$ cat src/hdl/pei_pkg.sv
// ----------------------------------------------------------------------------
// pei_pkg
// Shared types, word map and defaults for the pin edge interrupt controller.
// ----------------------------------------------------------------------------
`timescale 1ns / 1ps

package pei_pkg;

    localparam int ADDR_W = 8;
    localparam int DATA_W = 32;
    localparam int PIN_W  = 8;
    localparam int DMA_W  = 4;

    localparam int WINDOW_WORDS_DEF = 16;
    localparam int CHANNELS_DEF     = 8;
    localparam int DMA_LINES_DEF    = 4;

    // item kinds
    localparam logic [1:0] KIND_READ  = 2'd0;
    localparam logic [1:0] KIND_WRITE = 2'd1;
    localparam logic [1:0] KIND_PINS  = 2'd2;

    // word map
    localparam logic [ADDR_W-1:0] W_MODE       = 8'd0;
    localparam logic [ADDR_W-1:0] W_IEN_RISE   = 8'd1;
    localparam logic [ADDR_W-1:0] W_SET_RISE   = 8'd2;
    localparam logic [ADDR_W-1:0] W_CLR_RISE   = 8'd3;
    localparam logic [ADDR_W-1:0] W_IEN_FALL   = 8'd4;
    localparam logic [ADDR_W-1:0] W_SET_FALL   = 8'd5;
    localparam logic [ADDR_W-1:0] W_CLR_FALL   = 8'd6;
    localparam logic [ADDR_W-1:0] W_RISE       = 8'd7;
    localparam logic [ADDR_W-1:0] W_FALL       = 8'd8;
    localparam logic [ADDR_W-1:0] W_STATUS     = 8'd9;
    localparam logic [ADDR_W-1:0] W_PLAIN_BASE = 8'd10;

    typedef struct packed {
        logic [1:0]        kind;
        logic [ADDR_W-1:0] addr;
        logic [DATA_W-1:0] data;
        logic [PIN_W-1:0]  levels;
    } t_item;

    typedef struct packed {
        logic [DATA_W-1:0] read_data;
        logic              irq;
        logic [DMA_W-1:0]  dma;
        logic              oow;
    } t_result;

endpackage

$ cat src/hdl/pin_edge_interrupt_controller_unit.sv
// ----------------------------------------------------------------------------
// pin_edge_interrupt_controller_unit
// Eight-channel pin edge interrupt block with a small bus register window.
// The input register loads on accept and the result register when the item
// moves on from it, which an output stall can hold back.
// Throughput: one item per cycle; the input register and result register
// form a two-entry pipeline, so input ready only drops on output stall.
// Reset (i_rst_n low, synchronous): flags, enables, mode, previous levels
// and plain-word valid bits cleared; plain words read zero until written.
// ----------------------------------------------------------------------------
`timescale 1ns / 1ps

module pin_edge_interrupt_controller_unit #(
    parameter int WINDOW_WORDS = pei_pkg::WINDOW_WORDS_DEF,
    parameter int CHANNELS     = pei_pkg::CHANNELS_DEF,
    parameter int DMA_LINES    = pei_pkg::DMA_LINES_DEF
) (
    input  logic                          i_clk,
    input  logic                          i_rst_n,
    input  logic                          i_in_valid,
    output logic                          o_in_ready,
    input  logic [1:0]                    i_kind,
    input  logic [pei_pkg::ADDR_W-1:0]    i_word_address,
    input  logic [pei_pkg::DATA_W-1:0]    i_write_data,
    input  logic [pei_pkg::PIN_W-1:0]     i_pin_levels,
    output logic                          o_out_valid,
    input  logic                          i_out_ready,
    output logic [pei_pkg::DATA_W-1:0]    o_read_data,
    output logic                          o_irq,
    output logic [pei_pkg::DMA_W-1:0]     o_dma_pulse,
    output logic                          o_out_of_window
);

    pei_pkg::t_item             in_item;
    pei_pkg::t_item             r_s1;
    logic                       r_s1_vld;
    pei_pkg::t_result           w_res;
    pei_pkg::t_result           r_res;
    logic                       r_out_vld;
    logic                       in_acc;
    logic                       s1_move;
    logic [pei_pkg::DATA_W-1:0] plain_rd;

    assign in_item.kind   = i_kind;
    assign in_item.addr   = i_word_address;
    assign in_item.data   = i_write_data;
    assign in_item.levels = i_pin_levels;

    assign s1_move    = r_s1_vld && (!r_out_vld || i_out_ready);
    assign o_in_ready = !r_s1_vld || s1_move;
    assign in_acc     = i_in_valid && o_in_ready;

    pei_plain_mem #(
        .WINDOW_WORDS (WINDOW_WORDS)
    ) u_mem (
        .i_clk     (i_clk),
        .i_rst_n   (i_rst_n),
        .i_acc     (in_acc),
        .i_item    (in_item),
        .o_rd_data (plain_rd)
    );

    pei_ctrl_regs #(
        .WINDOW_WORDS (WINDOW_WORDS),
        .CHANNELS     (CHANNELS),
        .DMA_LINES    (DMA_LINES)
    ) u_regs (
        .i_clk      (i_clk),
        .i_rst_n    (i_rst_n),
        .i_commit   (s1_move),
        .i_item     (r_s1),
        .i_plain_rd (plain_rd),
        .o_result   (w_res)
    );

    always_ff @(posedge i_clk) begin
        if (!i_rst_n) begin
            r_s1_vld  <= 1'b0;
            r_out_vld <= 1'b0;
        end else begin
            r_s1_vld  <= in_acc || (r_s1_vld && !s1_move);
            r_out_vld <= s1_move || (r_out_vld && !i_out_ready);
        end
    end

    always_ff @(posedge i_clk) begin
        if (in_acc) begin
            r_s1 <= in_item;
        end
        if (s1_move) begin
            r_res <= w_res;
        end
    end

    assign o_out_valid     = r_out_vld;
    assign o_read_data     = r_res.read_data;
    assign o_irq           = r_res.irq;
    assign o_dma_pulse     = r_res.dma;
    assign o_out_of_window = r_res.oow;

`ifndef SYNTHESIS
    // a stalled item in the input register is held unchanged
    a_s1_hold: assert property (@(posedge i_clk) disable iff (!i_rst_n)
        r_s1_vld && !s1_move |=> r_s1_vld && $stable(r_s1))
        else $error("input stage item lost or changed while stalled");

    // dma only fires for pin vectors
    a_dma_pins_only: assert property (@(posedge i_clk) disable iff (!i_rst_n)
        s1_move && (r_s1.kind != pei_pkg::KIND_PINS) |-> (w_res.dma == '0))
        else $error("dma pulse on a bus item");

    // out-of-window accesses return zero
    a_oow_zero: assert property (@(posedge i_clk) disable iff (!i_rst_n)
        s1_move && w_res.oow |-> (w_res.read_data == '0))
        else $error("out-of-window access returned data");

    // an empty result register never blocks the input side
    a_ready_when_empty: assert property (@(posedge i_clk) disable iff (!i_rst_n)
        !r_out_vld |-> o_in_ready)
        else $error("input stalled with empty result register");
`endif

endmodule

$ cat src/hdl/pei_plain_mem.sv
// ----------------------------------------------------------------------------
// pei_plain_mem
// Plain storage words above the control block; per-entry valid bits give
// zero until written.
// ----------------------------------------------------------------------------
`timescale 1ns / 1ps

module pei_plain_mem #(
    parameter int WINDOW_WORDS = pei_pkg::WINDOW_WORDS_DEF
) (
    input  logic                        i_clk,
    input  logic                        i_rst_n,
    input  logic                        i_acc,
    input  pei_pkg::t_item              i_item,
    output logic [pei_pkg::DATA_W-1:0]  o_rd_data
);

    localparam int PLAIN_WORDS = WINDOW_WORDS - 10;
    localparam int PW_AW = (PLAIN_WORDS > 1) ? $clog2(PLAIN_WORDS) : 1;
    localparam logic [pei_pkg::ADDR_W:0] WIN_END = (pei_pkg::ADDR_W + 1)'(WINDOW_WORDS);

    logic [pei_pkg::DATA_W-1:0] mem [PLAIN_WORDS];
    logic [PLAIN_WORDS-1:0]     r_vld;
    logic [pei_pkg::DATA_W-1:0] r_rd_data;
    logic                       r_rd_vld;

    logic                        hit;
    logic                        wr;
    logic                        rd;
    logic [pei_pkg::ADDR_W-1:0]  offs;
    logic [PW_AW-1:0]            idx;

    assign hit  = (i_item.addr >= pei_pkg::W_PLAIN_BASE) && ({1'b0, i_item.addr} < WIN_END);
    assign wr   = i_acc && (i_item.kind == pei_pkg::KIND_WRITE) && hit;
    assign rd   = i_acc && (i_item.kind == pei_pkg::KIND_READ) && hit;
    assign offs = i_item.addr - pei_pkg::W_PLAIN_BASE;
    assign idx  = offs[PW_AW-1:0];

    always_ff @(posedge i_clk) begin
        if (wr) begin
            mem[idx] <= i_item.data;
        end
        if (rd) begin
            r_rd_data <= mem[idx];
        end
    end

    always_ff @(posedge i_clk) begin
        if (!i_rst_n) begin
            r_vld    <= '0;
            r_rd_vld <= 1'b0;
        end else begin
            if (wr) begin
                r_vld[idx] <= 1'b1;
            end
            if (rd) begin
                r_rd_vld <= r_vld[idx];
            end
        end
    end

    assign o_rd_data = r_rd_vld ? r_rd_data : '0;

endmodule

$ cat src/hdl/pei_ctrl_regs.sv
// ----------------------------------------------------------------------------
// pei_ctrl_regs
// Control and flag words, edge detect and result formation for one item.
// ----------------------------------------------------------------------------
`timescale 1ns / 1ps

module pei_ctrl_regs #(
    parameter int WINDOW_WORDS = pei_pkg::WINDOW_WORDS_DEF,
    parameter int CHANNELS     = pei_pkg::CHANNELS_DEF,
    parameter int DMA_LINES    = pei_pkg::DMA_LINES_DEF
) (
    input  logic                        i_clk,
    input  logic                        i_rst_n,
    input  logic                        i_commit,
    input  pei_pkg::t_item              i_item,
    input  logic [pei_pkg::DATA_W-1:0]  i_plain_rd,
    output pei_pkg::t_result            o_result
);

    localparam int DMA_EFF = (DMA_LINES > pei_pkg::DMA_W) ? pei_pkg::DMA_W : DMA_LINES;
    localparam logic [pei_pkg::DMA_W-1:0] DMA_MASK = pei_pkg::DMA_W'((1 << DMA_EFF) - 1);
    localparam logic [pei_pkg::PIN_W-1:0] CHAN_MASK = pei_pkg::PIN_W'((1 << CHANNELS) - 1);
    localparam logic [pei_pkg::ADDR_W:0]  WIN_END = (pei_pkg::ADDR_W + 1)'(WINDOW_WORDS);
    localparam int PAD = pei_pkg::DATA_W - pei_pkg::PIN_W;

    logic [pei_pkg::DATA_W-1:0] r_mode, r_ien_rise, r_ien_fall, r_rise, r_fall, r_status;
    logic [pei_pkg::DATA_W-1:0] n_mode, n_ien_rise, n_ien_fall, n_rise, n_fall, n_status;
    logic [pei_pkg::PIN_W-1:0]  r_prev, n_prev;

    logic                       in_win;
    logic                       is_bus;
    logic [pei_pkg::PIN_W-1:0]  edge_ok;
    logic [pei_pkg::PIN_W-1:0]  rise;
    logic [pei_pkg::PIN_W-1:0]  fall;
    logic [pei_pkg::PIN_W-1:0]  fired;
    logic [pei_pkg::DATA_W-1:0] rd_word;

    assign in_win  = {1'b0, i_item.addr} < WIN_END;
    assign is_bus  = (i_item.kind == pei_pkg::KIND_READ) || (i_item.kind == pei_pkg::KIND_WRITE);
    assign edge_ok = ~r_mode[pei_pkg::PIN_W-1:0] & CHAN_MASK;
    assign rise    = i_item.levels & ~r_prev & r_ien_rise[pei_pkg::PIN_W-1:0] & edge_ok;
    assign fall    = ~i_item.levels & r_prev & r_ien_fall[pei_pkg::PIN_W-1:0] & edge_ok;
    assign fired   = rise | fall;

    // bus read mux; aliases read as zero
    always_comb begin
        case (i_item.addr)
            pei_pkg::W_MODE:     rd_word = r_mode;
            pei_pkg::W_IEN_RISE: rd_word = r_ien_rise;
            pei_pkg::W_IEN_FALL: rd_word = r_ien_fall;
            pei_pkg::W_RISE:     rd_word = r_rise;
            pei_pkg::W_FALL:     rd_word = r_fall;
            pei_pkg::W_STATUS:   rd_word = r_status;
            pei_pkg::W_SET_RISE, pei_pkg::W_CLR_RISE,
            pei_pkg::W_SET_FALL, pei_pkg::W_CLR_FALL: rd_word = '0;
            default:             rd_word = i_plain_rd;
        endcase
    end

    always_comb begin
        n_mode     = r_mode;
        n_ien_rise = r_ien_rise;
        n_ien_fall = r_ien_fall;
        n_rise     = r_rise;
        n_fall     = r_fall;
        n_status   = r_status;
        n_prev     = r_prev;
        if (i_item.kind == pei_pkg::KIND_WRITE && in_win) begin
            case (i_item.addr)
                pei_pkg::W_MODE:     n_mode     = i_item.data;
                pei_pkg::W_IEN_RISE: n_ien_rise = i_item.data;
                pei_pkg::W_SET_RISE: n_ien_rise = r_ien_rise | i_item.data;
                pei_pkg::W_CLR_RISE: n_ien_rise = r_ien_rise & ~i_item.data;
                pei_pkg::W_IEN_FALL: n_ien_fall = i_item.data;
                pei_pkg::W_SET_FALL: n_ien_fall = r_ien_fall | i_item.data;
                pei_pkg::W_CLR_FALL: n_ien_fall = r_ien_fall & ~i_item.data;
                pei_pkg::W_RISE:     n_rise     = r_rise & ~i_item.data;
                pei_pkg::W_FALL:     n_fall     = r_fall & ~i_item.data;
                pei_pkg::W_STATUS:   n_status   = r_status & ~i_item.data;
                default:             n_mode     = r_mode; // plain storage lives in memory
            endcase
        end else if (i_item.kind == pei_pkg::KIND_PINS) begin
            n_rise   = r_rise | {{PAD{1'b0}}, rise};
            n_fall   = r_fall | {{PAD{1'b0}}, fall};
            n_status = r_status | {{PAD{1'b0}}, fired};
            n_prev   = i_item.levels;
        end
    end

    always_ff @(posedge i_clk) begin
        if (!i_rst_n) begin
            r_mode     <= '0;
            r_ien_rise <= '0;
            r_ien_fall <= '0;
            r_rise     <= '0;
            r_fall     <= '0;
            r_status   <= '0;
            r_prev     <= '0;
        end else if (i_commit) begin
            r_mode     <= n_mode;
            r_ien_rise <= n_ien_rise;
            r_ien_fall <= n_ien_fall;
            r_rise     <= n_rise;
            r_fall     <= n_fall;
            r_status   <= n_status;
            r_prev     <= n_prev;
        end
    end

    always_comb begin
        o_result.read_data = (i_item.kind == pei_pkg::KIND_READ && in_win) ? rd_word : '0;
        o_result.irq       = |n_status[pei_pkg::PIN_W-1:0];
        o_result.dma       = (i_item.kind == pei_pkg::KIND_PINS) ?
                             (fired[pei_pkg::DMA_W-1:0] & DMA_MASK) : '0;
        o_result.oow       = is_bus && !in_win;
    end

endmodule
$ cat config.mk
export PLATFORM = sky130hd
export DESIGN_NAME = pin_edge_interrupt_controller_unit
export DESIGN_NICKNAME = d
export VERILOG_FILES = /design/src/hdl/pei_pkg.sv /design/src/hdl/pin_edge_interrupt_controller_unit.sv /design/src/hdl/pei_plain_mem.sv /design/src/hdl/pei_ctrl_regs.sv
export SDC_FILE = /design/constraint.sdc
export NUM_CORES = 1
export LEC_CHECK = 0
export BUFFER_PORTS_ARGS = -buffer_cell sky130_fd_sc_hd__buf_2
export CAP_MARGIN = 15
export CORE_MARGIN = 1.5
export CORE_UTILIZATION = 35
export CTS_CLUSTER_DIAMETER = 100
export DETAILED_ROUTE_END_ITERATION = 7
export PLACE_DENSITY = 0.46
export SYNTH_ARGS = -nofsm -noshare
export SYNTH_HDL_FRONTEND = slang
export SYNTH_HIERARCHICAL = 1
export SYNTH_SLANG_ARGS = --single-unit
$ cat constraint.sdc
create_clock -name i_clk -period 24.6 [get_ports i_clk]
set_clock_uncertainty 0.05 [all_clocks]
set_input_delay 4.92 -clock i_clk [delete_from_list [all_inputs] [get_ports i_clk]]
set_output_delay 4.92 -clock i_clk [all_outputs]
set_load 0.01 [all_outputs]
# Yosys cells after proc, flatten, opt, wreduce, memory -nomap -nowiden
# Memory sizes are Yosys's and may differ from the RTL's. A register that Yosys moved wholly into a read port is not among the register bits.
# Index checks and enable logic that the tools add are counted.
# Widths: inputs -> output; s select.
[totals]
reg_bits = 297
latchBits = 0
ram_bits = 192
rom_bits = 0
input_bits = 54
out_inout_bits = 40
wordCells = 122
mem_count = 1
[op_classes]
add_sub_neg = 1
multipliers = 0
div = 0
order_cmp = 5
eq_ne = 15
n_shift = 0
muxes = 19
bitwise = 23
n_reduce_logical = 38
[mem_list]
columns = ["name", "words", "width", "read_ports", "rd_clocked_by_memory_dff", "wr", "line", "text"]
rows = [
  ["u_mem.mem", 6, 32, 1, 1, 1, "pei_plain_mem.sv:22", "logic [pei_pkg::DATA_W-1:0] mem [PLAIN_WORDS];"],
]
[ops]
columns = ["op", "count"]
rows = [
  ["$mux 32", 10],
  ["$pmux 32 s7", 1],
  ["$pmux 32 s3", 2],
  ["$and 32x32->32", 5],
  ["$or 32x8->32", 3],
  ["$or 32x32->32", 2],
  ["$and 8x8->8", 6],
  ["$eq 8x3->1 const B", 4],
  ["$not 32->32", 1],
  ["$not 8->8", 3],
  ["$reduce_and 3->1", 7],
  ["$eq 8x2->1 const B", 2],
  ["$eq 8x4->1 const B", 2],
  ["$lt 8x5->1 const B", 2],
  ["$logic_and 1x1->1", 13],
  ["$eq 8x1->1 const B", 1],
  ["$ge 8x4->1 const B", 1],
  ["$logic_not 8->1", 1],
  ["$or 8x8->8", 1],
  ["$reduce_or 8->1", 1],
  ["$ne 2x2->1 const B", 3],
  ["$or 6x6->6", 1],
  ["$reduce_bool 3->1", 2],
  ["$logic_not 1->1", 5],
  ["13 further kinds", 22],
]

# Depth between registers and ports, before layout
[depth]
depth_word = 9
ltp_mapped = 10
depth_no_buf = 7

# Cells and area by module
# The synthesis kept the hierarchy.
[by_module_without_submodules]
columns = ["mod", "instances", "cells_each", "area_each_um2", "seq_area_each_um2"]
rows = [
  ["pei_ctrl_regs", 1, 1084, 9098.7, 4003.8],
  ["pei_plain_mem", 1, 449, 8767.2, 6866.6],
  ["pin_edge_interrupt_controller_unit", 1, 97, 2746.4, 2682.6],
]

# Worst setup path after synthesis
# OpenSTA, ideal clock, no wires.
[synth_path]
path_kind = "input -> register"
startpoint = "input i_out_ready"
endpoint = "memory u_mem/mem[0][0] (netlist bit) (enable)"
setup_time_ns = 0.505
arrival_time_ns = 11.472
t_required_ns = 24.045
path_slack_ns = 12.573
stages = 5
path_buffers = 1
cell_sequence = "nor2b_4 > a21oi_1 > or4b_4 > buf_6 > nor4_1"
[synth_between]
elab_chain_len = 8
[synth_rtl]
columns = ["item", "line", "text"]
rows = [
  ["from (decl)", "pin_edge_interrupt_controller_unit.sv:27", "input logic i_out_ready,"],
  ["$logic_or 1x1->1", "pin_edge_interrupt_controller_unit.sv:49", "assign s1_move = r_s1_vld && (!r_out_vld || i_out_ready);"],
  ["$logic_and 1x1->1", "pin_edge_interrupt_controller_unit.sv:49", ""],
  ["$logic_or 1x1->1", "pin_edge_interrupt_controller_unit.sv:50", "assign o_in_ready = !r_s1_vld || s1_move;"],
  ["$logic_and 1x1->1", "pin_edge_interrupt_controller_unit.sv:51", "assign in_acc = i_in_valid && o_in_ready;"],
  ["named net in_acc", "pin_edge_interrupt_controller_unit.sv:40", "logic in_acc;"],
  ["$logic_and 1x1->1 (2 in series)", "pei_plain_mem.sv:34", "assign wr = i_acc && (i_item.kind == pei_pkg::KIND_WRITE) && hit;"],
  ["$mux 1", "pei_plain_mem.sv:40", "if (wr) begin"],
  ["$mux 1 (not written as such)", "pei_plain_mem.sv:41", "mem[idx] <= i_item.data;"],
  ["to (decl)", "pei_plain_mem.sv:22", ""],
]
# The timed path passes the listed nets, and every way through them passes these cells.

# Worst setup path after layout
[layout_path]
startpoint = "input i_out_ready"
endpoint = "output o_in_ready"
[layout_between]
elab_chain_len = 3
[layout_rtl]
columns = ["item", "line", "text"]
rows = [
  ["$logic_or 1x1->1", "pin_edge_interrupt_controller_unit.sv:49", ""],
  ["$logic_and 1x1->1", "pin_edge_interrupt_controller_unit.sv:49", ""],
  ["$logic_or 1x1->1", "pin_edge_interrupt_controller_unit.sv:50", ""],
  ["to (decl)", "pin_edge_interrupt_controller_unit.sv:21", "output logic o_in_ready,"],
]
# Every way passes these cells.

==> flow_summary.toml <==
[drt]
detail_route.first_pass.iterations = 5
wirelength_um = 60100
detail-route-antenna-nets = 0
drtIter0Drc = 1195
drc = 0
wl_per_cell_um = 24.2
routed_via_density = 5.48
vias = 13600

[finish]
post-route-cell-area_mm2 = 0.0236
fillers = 5543
synthToLayoutAreaGrowth_pct = 14.6
fin_nets = 1726
fin_util_pct = 40.8
instances_no_fill = 2481
drive_gt1_share_pct = 16.6

[sta]
hold_ws_ns = 0.380
finalMaxSlewViolations = 0
fin_setup_tns_ns = 0
worst_pin_slew_ns = 1.09
period_share_pct = 41.9
rsz0062_at_grt = "false"
worst_slack_ns = 14.30
maxSlewHeadroom_pct = 27.2
min_period_ns = 10.30
max_freq_mhz = 97.1
finalSetupViolCount = 0
finalHoldViolCount = 0

[power_and_ir_drop]
seqPwrFrac_pct = 51.7
p_leak_nw = 8.15
p_comb_share_pct = 3.6
p_switching_mw = 0.408
powerDensity_mw_per_mm2 = 77.5
irDropWorstVdd_mv = 0.0545
finalPower_mw = 1.83
switching_share_pct = 22.3
clkPwrFrac_pct = 44.7
p_int_mw = 1.42

[clocking]
path_clk_slew_ns = 0.05
post_cts_resized = 0
cts_buffers = 57
cts_hold_buffers = 0
clk_latency_ns = 0.63
post_cts.repair.setup_buffers = 0
cts_root_buf = "clkbuf_16"
cts_sinks = 521
cts_max_path_buffers = 3
htreeDepth = 2
cts_tree = "done"

[synthesis]
syn_nets = 1687
yosysTopAreaCellShare_pct = 45.5
yosys_warnings = 6
netlist_instances = 1630
synth_edf_count = 312
synth_flop_cell = "edfxtp_1"
ys_types = 66
ys_async_sr_fraction_pct = 0
synth_top_area_cell = "edfxtp_1"
syn_avg_cell_area_um2 = 12.6
syn-cell-area_mm2 = 0.0206
ys_ff_latch = 521
synth_seq_area_share_pct = 65.8
ys_top_cells_by_area = "edfxtp_1 45%, dfxtp_1 20%, a21oi_1 4.3%"

[worst_setup_path]
crit_fanout = 2
reg2reg_slack_ns = 20.67
arrival_ns = 5.33
r2r_start = "r_s1[44]$_DFFE_PP_"
cp_cell_sequence = "buf_2 -> nand3b_4 -> buf_2"
critPathRequiredTime_ns = 19.63
r2r_end = "o_read_data[1]$_DFFE_PP_"
startpoint_type = "input port"
criticalPathCategory = "input port to output port"
end_kind = "output port"
path_common_cell = "buf_2"
r2r_cells = 7
cp_slowest_cell = "nand3b_4"
max_stage_delay_ns = 0.15

[grt]
grt_overflow = 0
grtUsageMet2_pct = 31.2
grt_use_total_pct = 19.9
busiest_layer = "met2"
use_met1_pct = 28.8
grt_pass1_vias = 13520
met3_usage_pct = 2.58
grt_max_degree = 78
grt_antenna_before_repair = 1
grt_pass1_wl_um = 89400

[place]
dp_cells = 2374
place_area_mm2 = 0.0218
place_ws_ns = 14.29
io_buffers = 93
routabilityCongestion = 0.751
dp_hpwl_um = 34600

[outcome]
status = "complete, no violations"

[floorplan]
dieArea_mm2 = 0.0604
fp-row-count = 88
die_w_um = 246
initial_core_util_pct = 35.6
die_height_um = 246
io_pins = 94
core_mm2 = 0.0579

[hold_path]
whs_path_depth = 2
hp-start = "u_regs/r_rise[29]$_SDFFE_PN0P_"
whs_endpoint = "u_regs/r_rise[29]$_SDFFE_PN0P_"
hp-class = "register to register"

[job]
drv_cap = 0
-- state kept, by name, indices dropped and copies added, names as in the netlist --
| signal | count |
|---|---|
| u_regs/r_status | 32 |
| u_regs/r_rise | 32 |
| o_out_valid | 1 |
| u_regs/r_ien_rise | 32 |
| u_mem/r_rd_data | 32 |
| u_regs/r_fall | 32 |
| o_irq | 1 |
| o_read_data | 32 |
| o_out_of_window | 1 |
| u_mem/r_vld | 6 |
| u_mem/mem | 192 |
| o_dma_pulse | 4 |
| u_regs/r_mode | 32 |
| u_regs/r_prev | 8 |
| u_mem/r_rd_vld | 1 |
| r_s1_vld | 1 |
| r_s1 | 50 |
| u_regs/r_ien_fall | 32 |
-- power by group through the flow --
stage	Clock [mW]	Combinational [mW]	Sequential [mW]
after floorplan	0	0.0405	0.957
after global placement	0	0.0657	0.964
after detailed placement	0	0.0666	0.964
after CTS	0.841	0.0668	0.946
after global routing	0.877	0.0712	0.947
final	0.819	0.0655	0.946
-- worst max-delay path by stage --
stage                           start                         to  slack [ns]  cells after the start
after floorplan           i_out_ready  u_mem/mem[0][0]$_DFFE_PP_       12.57                      5
after global placement    i_out_ready                 o_in_ready       14.30                      3
after detailed placement  i_out_ready                 o_in_ready       14.29                      3
after CTS                 i_out_ready                 o_in_ready       14.29                      3
after global routing      i_out_ready                 o_in_ready       14.28                      3
final                     i_out_ready                 o_in_ready       14.30                      3
-- synth_stat cells, drive strengths merged (2+ instances only) --
library cell	n
a211oi	7
a21boi	5
a21o	3
a21oi	178
a221oi	27
a22oi	96
a2bb2oi	3
a32o	32
and2	34
buf	49
clkbuf	101
dfxtp	209
edfxtp	312
ha	3
inv	10
mux2i	42
mux4	32
nand2	169
nand2b	2
nand3	2
nand3b	16
nand4	2
nor2	84
nor2b	5
nor3	20
nor3b	2
nor4	10
nor4b	3
o211a	26
o21a	11
o21ai	90
o221ai	25
or2	2
or4	2
or4bb	3
-- layout make-up --
class	instances	area [um2]	share of cell area, %
antenna	1	2.50	0.0106
clock buffer	89	1640	6.94
clock inverter	16	150	0.635
inverter	11	41.3	0.175
multi-input combinational	948	6530	27.6
sequential	521	13600	57.4
tap	765	957	4.05
timing repair buffer	130	756	3.20
-- kinds of logic (layout without fill, tap and decap cells) --
group / Yosys count / count (layout) / share of synthesized area [%]
XOR/XNOR: 1 / 1 / 0.0425
AND/OR/NAND/NOR: 360 / 360 / 8.47
flip-flops: 521 / 521 / 65.8
buffers and inverters: 161 / 246 / 3.33
multiplexers: 74 / 74 / 5.54
other: 0 / 1 / 0
AO/OA/AOI/OAI: 510 / 510 / 16.7
adder cells (fa/ha/maj): 3 / 3 / 0.182
-- metal layers --
layer  wire length [um]  part of all wire, %
met2              27500                   46
met4               1270                  2.1
met1              28100                   47
met5                  0                    0
met3               3290                  5.5
-- worst max-delay path, delay by kind of cell --
kind / cells / cell delay [ns]
buffers and inverters: 2 / 0.26
and+or+nand+nor: 1 / 0.15
-- cells in the final DEF (no fill, tap or decap), drive strengths merged, types with 34 or more instances in the layout --
cell type  instances
nor2              84
and2              34
a22oi             96
a21oi            178
dfxtp            209
nand2            169
o21ai             90
buf              130
clkbuf            89
edfxtp           312
mux2i             42
Power figures use the tool's default switching activity.
